==> src/sv/hea_pkg.sv <==
package hea_pkg;

  localparam int unsigned CFG_IDX_W = 3;

  localparam logic [CFG_IDX_W-1:0] CFG_PWM_ZERO   = 3'd0;
  localparam logic [CFG_IDX_W-1:0] CFG_PWM_FULL   = 3'd1;
  localparam logic [CFG_IDX_W-1:0] CFG_PULSE_MIN  = 3'd2;
  localparam logic [CFG_IDX_W-1:0] CFG_PULSE_MAX  = 3'd3;
  localparam logic [CFG_IDX_W-1:0] CFG_PWM_TMO    = 3'd4;
  localparam logic [CFG_IDX_W-1:0] CFG_TURN_PER_C = 3'd5;
  localparam logic [CFG_IDX_W-1:0] CFG_ALPHA      = 3'd6;

  localparam logic [1:0] REQ_EDGE   = 2'd0;
  localparam logic [1:0] REQ_LIMIT  = 2'd1;
  localparam logic [1:0] REQ_UPDATE = 2'd2;
  localparam logic [1:0] REQ_CLEAR  = 2'd3;

  localparam logic [15:0] RST_PWM_ZERO  = 16'd500;
  localparam logic [15:0] RST_PWM_FULL  = 16'd2500;
  localparam logic [15:0] RST_PULSE_MIN = 16'd500;
  localparam logic [15:0] RST_PULSE_MAX = 16'd2500;
  localparam logic [31:0] RST_PWM_TMO   = 32'd100000;
  localparam logic [23:0] RST_TPC       = 24'd4096;
  localparam logic [15:0] RST_ALPHA     = 16'd6554;

  localparam logic [31:0] LIMIT_HIGH_ADD = 32'h0000_7FFF;
  localparam logic [31:0] LIMIT_LOW_ADD  = 32'hFFFF_8000;

  localparam logic [24:0] ONE_TURN_ANG = 25'h100_0000;
  localparam logic signed [49:0] HALF_TURN = 50'sd8388608;
  localparam logic signed [49:0] ONE_TURN  = 50'sd16777216;
  localparam logic [63:0] VEL_NUM     = 64'd15625;
  localparam logic [63:0] VEL_Q_CAP   = 64'h0000_0000_8000_0000;
  localparam logic [16:0] ALPHA_ONE   = 17'h1_0000;
  localparam logic [6:0]  ANG_STEPS   = 7'd24;
  localparam logic [6:0]  VEL_STEPS   = 7'd64;

  typedef enum logic [3:0] {
    ST_IDLE,
    ST_MAP,
    ST_ADIV,
    ST_COMB,
    ST_DIFF,
    ST_VMUL,
    ST_VDIV,
    ST_VSAT,
    ST_FMUL1,
    ST_FMUL2,
    ST_FSCALE,
    ST_FIN
  } state_e;

  typedef struct packed {
    logic accept;
    logic map;
    logic div_step;
    logic comb;
    logic diff;
    logic vmul;
    logic vsat;
    logic fmul1;
    logic fmul2;
    logic fscale;
    logic fin;
  } cmd_t;

  typedef struct packed {
    logic tick;
    logic updated;
    logic need_div;
    logic div_done;
    logic vel_en;
    logic out_busy;
  } sts_t;

  function automatic logic [31:0] inc_sat(input logic [31:0] v);
    inc_sat = (&v) ? v : v + 32'd1;
  endfunction

  function automatic logic signed [47:0] sat48(input logic signed [56:0] v);
    if (!v[56] && (|v[55:47])) begin
      sat48 = {1'b0, {47{1'b1}}};
    end else if (v[56] && !(&v[55:47])) begin
      sat48 = {1'b1, {47{1'b0}}};
    end else begin
      sat48 = v[47:0];
    end
  endfunction

endpackage

==> src/sv/hea_ctrl.sv <==
module hea_ctrl (
  input  logic          clk_i,
  input  logic          rst_ni,
  input  hea_pkg::sts_t sts_i,
  output hea_pkg::cmd_t cmd_o
);

  hea_pkg::state_e state_q, state_d;

  always_ff @(posedge clk_i or negedge rst_ni) begin
    if (!rst_ni) begin
      state_q <= hea_pkg::ST_IDLE;
    end else begin
      state_q <= state_d;
    end
  end

  always_comb begin
    state_d = state_q;
    case (state_q)
      hea_pkg::ST_IDLE: begin
        if (sts_i.tick) begin
          state_d = hea_pkg::ST_MAP;
        end
      end
      hea_pkg::ST_MAP: begin
        if (!sts_i.updated) begin
          state_d = hea_pkg::ST_IDLE;
        end else if (sts_i.need_div) begin
          state_d = hea_pkg::ST_ADIV;
        end else begin
          state_d = hea_pkg::ST_COMB;
        end
      end
      hea_pkg::ST_ADIV: begin
        if (sts_i.div_done) begin
          state_d = hea_pkg::ST_COMB;
        end
      end
      hea_pkg::ST_COMB: begin
        state_d = sts_i.vel_en ? hea_pkg::ST_DIFF : hea_pkg::ST_FIN;
      end
      hea_pkg::ST_DIFF:   state_d = hea_pkg::ST_VMUL;
      hea_pkg::ST_VMUL:   state_d = hea_pkg::ST_VDIV;
      hea_pkg::ST_VDIV: begin
        if (sts_i.div_done) begin
          state_d = hea_pkg::ST_VSAT;
        end
      end
      hea_pkg::ST_VSAT:   state_d = hea_pkg::ST_FMUL1;
      hea_pkg::ST_FMUL1:  state_d = hea_pkg::ST_FMUL2;
      hea_pkg::ST_FMUL2:  state_d = hea_pkg::ST_FSCALE;
      hea_pkg::ST_FSCALE: state_d = hea_pkg::ST_FIN;
      hea_pkg::ST_FIN: begin
        if (!sts_i.out_busy) begin
          state_d = hea_pkg::ST_IDLE;
        end
      end
      default: state_d = hea_pkg::ST_IDLE;
    endcase
  end

  always_comb begin
    cmd_o = '0;
    case (state_q)
      hea_pkg::ST_IDLE:   cmd_o.accept = 1'b1;
      hea_pkg::ST_MAP:    cmd_o.map = 1'b1;
      hea_pkg::ST_ADIV:   cmd_o.div_step = !sts_i.div_done;
      hea_pkg::ST_COMB:   cmd_o.comb = 1'b1;
      hea_pkg::ST_DIFF:   cmd_o.diff = 1'b1;
      hea_pkg::ST_VMUL:   cmd_o.vmul = 1'b1;
      hea_pkg::ST_VDIV:   cmd_o.div_step = !sts_i.div_done;
      hea_pkg::ST_VSAT:   cmd_o.vsat = 1'b1;
      hea_pkg::ST_FMUL1:  cmd_o.fmul1 = 1'b1;
      hea_pkg::ST_FMUL2:  cmd_o.fmul2 = 1'b1;
      hea_pkg::ST_FSCALE: cmd_o.fscale = 1'b1;
      hea_pkg::ST_FIN:    cmd_o.fin = !sts_i.out_busy;
      default:            cmd_o = '0;
    endcase
  end

endmodule

==> config.mk <==
export PLATFORM = sky130hd
export DESIGN_NAME = hea_ctrl
export DESIGN_NICKNAME = d
export VERILOG_FILES = /design/src/sv/hea_pkg.sv /design/src/sv/hea_ctrl.sv
export SDC_FILE = /design/constraint.sdc
export NUM_CORES = 1
export LEC_CHECK = 0
export BUFFER_PORTS_ARGS = -buffer_cell sky130_fd_sc_hd__buf_2
export CAP_MARGIN = 20
export CELL_PAD_IN_SITES_DETAIL_PLACEMENT = 0
export CELL_PAD_IN_SITES_GLOBAL_PLACEMENT = 1
export CORE_MARGIN = 10
export CORE_UTILIZATION = 27
export DETAILED_ROUTE_END_ITERATION = 10
export HOLD_SLACK_MARGIN = 0.06
export PLACE_DENSITY = 0.8
export SKIP_CTS_REPAIR_TIMING = 1
export SLEW_MARGIN = 25
export SYNTH_ARGS = -nofsm -noshare
export SYNTH_HDL_FRONTEND = slang
export SYNTH_SLANG_ARGS = --single-unit
==> constraint.sdc <==
create_clock -name clk_i -period 1.2 [get_ports clk_i]
set_input_delay 0.24 -clock clk_i [delete_from_list [all_inputs] [get_ports clk_i]]
set_output_delay 0.24 -clock clk_i [all_outputs]
set_load 0.02 [all_outputs]
==> metrics.log, run 1 <==
[metrics] number of enable-type register cells in the synthesized netlist: 0
[metrics] synthesized-area fraction occupied by xor and xnor cells: 0%
[metrics] row cnt: 13
[metrics] area fraction in compound gates after synthesis: 23.3%
[metrics] post-synthesis area per instance: 8.44 um2
[metrics] count of yosys warnings during synthesis: 0
[metrics] core area: 0.00135 mm2
[metrics] post-synthesis register bit count: 4
[metrics] final worst-path cycle share: 128%
[metrics] die extent in x: 58.3 um
[metrics] Hold WC Path Type: primary input to async pin
[metrics] antenna violations before repair: 0
[metrics] worst relative slew slack: between 70% and 80%
[metrics] leak pwr: 0.453 nW
[metrics] number of global-route vias before repair: between 500 and 600
[metrics] wire length of the first global-routing pass: 2190 um
[metrics] class of the most critical setup path: flop to output port
[metrics] final-layout fill cell count: 75
[metrics] PnR worst setup slack: -341 ps
[metrics] layout overhead on the synthesized area: 152%
[metrics] largest register by flop count: state_q
[metrics] commonest cells after routing, fill and taps aside: buf_4, buf_6, buf_2
[metrics] number of flip-flops under the largest register name: 4
[metrics] 1st-pass router iterations: 4
[metrics] Crit path arrival time: 1300 ps
[metrics] main flop type after synthesis: dfrtp_1
[metrics] Antenna Cells: 0
[metrics] most common cell after layout, fill and taps aside: buf_4
[metrics] required time of the critical path: 960 ps
[metrics] DIE AREA: between 0.003 and 0.004 mm2
[metrics] share of final-layout standard cells stronger than drive strength 1: 78.7%
[metrics] placed cells: 88
[metrics] antenna viol nets, final: 0
[metrics] clock tree from TritonCTS: built
[metrics] Max H-tree Level: 1
[metrics] number of buffer cells added on primary ports: 18
[metrics] crit-path max FO: 6
[metrics] via count: 570
[metrics] GR Util All Layers: 8.07%
[metrics] highest attainable clock frequency: about 0.65 GHz
[metrics] share of synthesized area spent on multiplexers: between 2 and 3%
[metrics] average routed wire per standard cell: 17.1 um
[metrics] aggregate global routing overflow: 0
[metrics] Largest regs: state_q: 4 flops
[metrics] area share of the largest cell type after synthesis: 25.2%
[metrics] share of async-settable or async-resettable flops after synthesis: 100%
[metrics] minimum clock period: 1540 ps
[metrics] result of the run: complete, but fails checks
[metrics] worst slew pin tran: 304 ps
[metrics] maximum clock skew at final layout: 5.63 ps
[metrics] routability cong.: 0.809
[metrics] area share of fa/ha/maj cells after synthesis: 0%
[metrics] num ports: 19
[metrics] detailed-placement wirelength estimate: 1080 um
[metrics] type of element capturing the critical path: output port
[metrics] via-per-instance ratio: 5.23
[metrics] post-synthesis sequential area ratio: 25.2%
[metrics] Num CTS Buffers: 3
[metrics] nets@finish: 104
[metrics] number of slew-limit violations in the final report: 0
[metrics] library cell occupying the most area in the post-synthesis netlist: dfrtp_1
[metrics] final standard cell count with taps included and fillers excluded: 109
[metrics] setup-violating endpoint count in the final report: 14
[metrics] largest cells by area after synthesis: dfrtp_1, nor3_1, nor4b_2
[metrics] Post-Synthesis Net Count: 55
[metrics] initial DRC count: 13
[metrics] starting density of the core: 29.4%
[metrics] largest net degree at the start of global routing: 14
[metrics] Post-Synthesis Cell Area: 397 um2
[metrics] count of distinct cell types in the synthesized netlist: 24
[metrics] CTS Sinks: 4
[metrics] Worst Setup Start Kind: flop
[metrics] clock-pin transition on the worst setup and hold timing paths: 40 ps
[metrics] share of synthesized cell area in and, or, nand and nor gates: 36.6%
[metrics] power density relative to cell area: 2750 mW/mm2
[metrics] Hold Violations, Final: 0
[metrics] Gate Count Post-Synth: 47
[metrics] Total Routed Length: roughly 1900 um
[metrics] Clk Tree Root Cell: clkbuf_4
[metrics] largest vdd supply drop: between 0.001 and 0.0015 V
[metrics] Post-route DRC: 0
[metrics] Clock Latency Late Sink: 230 ps
[metrics] total of max-cap violations: 0
[metrics] failing checks: setup timing
[metrics] unrepaired setup endpoints after global routing: yes
[metrics] worst-case clock buffer depth: 2
[metrics] setup tns final: -3080 ps
[metrics] combinational family with the most area after synthesis: simple AND/OR/NAND/NOR gates
[metrics] die outline height: about 58 um
## layer usage
layer / vias up / GRT usage (%) / wire length (um)
met5: - / 0 / 0
met4: 0 / 5.03 / 34
met3: 4 / 5.15 / 165
met2: 31 / 12.7 / 964
met1: 269 / 7.68 / 703
li1: 266 / - / -
## critical path, cell delays in order, from the launching register on
cell and delay (ps):
dfrtp_1 400, buf_12 160, nor4b_4 310, buf_4 200
## Yosys cell counts (2+ instances only)
cell,number
a21oi_1,2
buf_4,3
dfrtp_1,4
inv_1,4
nand2_1,2
nand2b_1,3
nor2_1,5
nor3_1,7
nor4b_2,2
## path summary, 6_finish.rpt
path | slack, ps | to | cells after the start | startpoint
setup / recovery | -340 | cmd_o[9] | 3 | state_q[3]
max in group asynchronous | 710 | state_q[0] | 2 | rst_ni
hold reg to reg | 720 | state_q[2] | 3 | state_q[3]
setup reg to reg | -240 | state_q[0] | 6 | state_q[3]
hold / removal | 350 | state_q[3] | 2 | rst_ni
min in group clk_i | 410 | state_q[0] | 3 | sts_i[4]
## cell type report
class                      count  area (um2)  area share (%)
clock buffer                   3        22.5            2.25
timing repair buffer          48         434            43.4
inverter                       4        17.5            1.75
tap                           15        18.8            1.88
sequential                     4         104            10.4
multi-input combinational     35         403            40.3
## power breakdown
part / switching, mW / leakage [nW] / internal [mW]
Sequential: 0.102 / 0.0463 / 0.206
Clock: 0.0547 / 0.0138 / 0.112
Combinational: 1.05 / 0.393 / 1.23
## metrics by stage
stage	setup slack [ps]	area (um2)	hold WS (ps)	utilization [%]	power, mW
after CTS	-413	707	-207	52.4	1.91
final	-341	1000	353	74.1	2.75
after global routing	-374	1000	352	74.1	2.91
after floorplan	-85.2	514	-55.6	-	1.30
after global placement	-152	684	43.9	50.7	1.72
after detailed placement	-155	684	45.2	50.7	1.73
## cells by family (layout without fill, tap and decap cells)
family | count (synthesis) | in the layout
and+or+nand+nor | 23 | 23
AOI/OAI and AO/OA | 11 | 11
buffers and inverters | 8 | 55
DFF | 4 | 4
muxes | 1 | 1
Note: power is estimated with default switching activity, not from simulation.
==> inputs of run 2 (changes only) <==
CAP_MARGIN = 40   (was 20)
GPL_TIMING_DRIVEN = 0   (was unset)
SKIP_CTS_REPAIR_TIMING = unset   (was 1)
==> run 2 against run 1 <==
Design area decreased by 5.9%. Largest cell class is now multi-input combinational cells. Global-route usage increased by 2.6 points. Sequential share of layout area increased by 0.78 points. Count of clock-buffer cells in the layout increased by 1. Clock power increased by 8%. Highest routed layer unchanged. The run still ends with setup timing left. Final cell count decreased by 9.2%. Flip-flop and latch count unchanged. Critical path depth increased by 1. Register-to-register slack improved by 40 ps.
==> metrics.log, run 2 (synthesis results as in run 1) <==
[metrics] Max H-tree Level: 1 (unchanged)
[metrics] starting density of the core: 29.4% (unchanged)
[metrics] Clock Latency Late Sink: 230 ps (about the same)
[metrics] clock tree from TritonCTS: built
[metrics] crit-path max FO: 7 (+1)
[metrics] Total Routed Length: 1710 um (-8.7%)
[metrics] final-layout fill cell count: 99 (+32%)
[metrics] average routed wire per standard cell: 17.2 um (+0.49%)
[metrics] FF-to-FF setup slack: -200 ps (+40 ps)
[metrics] Sequential Area: 105 um2 (+1.2%)
[metrics] final total power: 2.59 mW (-5.9%)
[metrics] Hold Violations, Final: 0 (unchanged)
[metrics] Largest regs: state_q: 4 flops
[metrics] GR Util All Layers: 10.6% (+2.6 points)
[metrics] antenna violations before repair: 0 (unchanged)
[metrics] routability cong.: 0.752 (-7.1%)
[metrics] minimum clock period: 1510 ps (-30.4 ps)
[metrics] PnR worst setup slack: -310 ps (+30.4 ps)
[metrics] worst relative slew slack: 78.2% (-1.4 points)
[metrics] Clk Tree Root Cell: clkbuf_4
[metrics] clock-pin transition on the worst setup and hold timing paths: 40 ps (about the same)
[metrics] worst-case clock buffer depth: 2 (unchanged)
[metrics] commonest cells after routing, fill and taps aside: buf_6, buf_4, buf_2
[metrics] setup-violating endpoint count in the final report: 13 (-1)
[metrics] wire length of the first global-routing pass: 2880 um (+31%)
[metrics] worst slew pin tran: 325 ps (+20.4 ps)
[metrics] layout overhead on the synthesized area: 137%
[metrics] detailed-placement wirelength estimate: 956 um (-11%)
[metrics] initial DRC count: 3 (-10)
[metrics] via count: 510 (-11%)
[metrics] Crit path arrival time: 1270 ps (-30 ps)
[metrics] die outline height: 58.3 um (unchanged)
[metrics] antenna viol nets, final: 0 (unchanged)
[metrics] largest vdd supply drop: 0.00128 V (+10%)
[metrics] Post-route DRC: 0 (unchanged)
[metrics] result of the run: complete, but fails checks
[metrics] aggregate global routing overflow: 0 (unchanged)
[metrics] setup tns final: -3140 ps (-56.3 ps)
[metrics] num ports: 19 (unchanged)
[metrics] Antenna Cells: 0 (unchanged)
[metrics] largest register by flop count: state_q
[metrics] maximum clock skew at final layout: 4.90 ps (-0.731 ps)
[metrics] DIE AREA: 0.00340 mm2 (unchanged)
[metrics] final worst-path cycle share: 126% (-2.5 points)
[metrics] unrepaired setup endpoints after global routing: yes
[metrics] Post-Route Utilization: 69.7% (-4.4 points)
[metrics] leak pwr: 0.409 nW (-9.7%)
[metrics] die extent in x: 58.3 um (unchanged)
[metrics] core area: 0.00135 mm2 (unchanged)
[metrics] total of max-cap violations: 0 (unchanged)
[metrics] Num CTS Buffers: 3 (unchanged)
[metrics] nets@finish: 93 (-11%)
[metrics] failing checks: setup timing
[metrics] power density relative to cell area: 2750 mW/mm2 (about the same)
[metrics] Hold WC Path Type: primary input to async pin
[metrics] via-per-instance ratio: 5.15 (-1.5%)
[metrics] worst r2r src: state_q[2]
[metrics] largest net degree at the start of global routing: 9 (-5)
[metrics] number of buffer cells added on primary ports: 18 (unchanged)
[metrics] highest attainable clock frequency: 0.662 GHz (+2.0%)
[metrics] destination of the worst register-to-register timing path: state_q[0]
[metrics] number of global-route vias before repair: 574 (+11%)
[metrics] share of final-layout standard cells stronger than drive strength 1: 76.2% (-2.5 points)
[metrics] number of slew-limit violations in the final report: 0 (unchanged)
[metrics] type of element capturing the critical path: output port
[metrics] Worst Setup Start Kind: flop
[metrics] 1st-pass router iterations: 3 (-1)
[metrics] Crit. Startpoint: state_q[0]
[metrics] class of the most critical setup path: flop to output port
[metrics] required time of the critical path: 960 ps (about the same)
[metrics] area occupied by multi-input gates: 392 um2 (-2.8%)
[metrics] capturing element of the worst setup path: cmd_o[6]
[metrics] row cnt: 13 (unchanged)
[metrics] path depth of the worst reg2reg path: 5 (-1)
[metrics] number of flip-flops under the largest register name: 4 (unchanged)
[metrics] CTS Sinks: 4 (unchanged)
-- run 2: metrics by stage --
stage               cells  worst slack [ps]  cell area (um2)  hold slack, ps
floorplan              47             -85.2              514           -55.6
global placement       80              -155              623            42.6
detailed placement     80              -168              623            44.9
CTS                    98              -315              921             337
global route           99              -380              941             354
finish                 99              -310              941             360
-- run 2: worst min-delay path by stage --
stage	startpoint	to	slack, ps	cells after the start
floorplan	rst_ni	state_q[0]	-60	0
global placement	rst_ni	state_q[3]	40	1
detailed placement	rst_ni	state_q[0]	40	1
CTS	rst_ni	state_q[1]	340	2
global route	rst_ni	state_q[1]	350	2
finish	rst_ni	state_q[2]	360	2
-- run 2: timing repair --
action | 4_1_cts | 5_1_grt
endpoints found under the setup margin | 14 | 14
pin swaps | 6 | 0
setup buffers | 13 | 1
gates cloned | 0 | 0
hold buffers | 1 | 0
gates resized for setup | 33 | 4
endpoints found under the hold margin | 4 | 0
-- run 2: routing by layer --
layer  wire length [um]  track usage (%)  vias to the layer above
met3                 81             3.86                        4
met4                 44             3.36                        0
met5                  0                0                        -
li1                   -                -                      246
met1                697             11.1                      243
met2                882             19.1                       17
-- run 2: layout make-up --
class	count	area share, %
tap	15	1.99
sequential	4	11.2
buffer	4	5.98
multi-input combinational	35	41.6
timing repair buffer	33	34.0
clock buffer	4	2.79
inverter	4	2.39
-- run 2: power by group --
group,total [mW],switching (mW),internal [mW],leakage [nW]
Combinational,2.08,0.978,1.11,0.349
Sequential,0.323,0.114,0.209,0.0451
Clock,0.180,0.0551,0.125,0.0150
Total,2.59,1.15,1.44,0.409
-- run 2: worst max-delay path: stages, from the launching register on --
cell	delay [ps]
dfrtp_2	430
buf_6	150
buf_4	140
nor3_4	180
buf_6	140
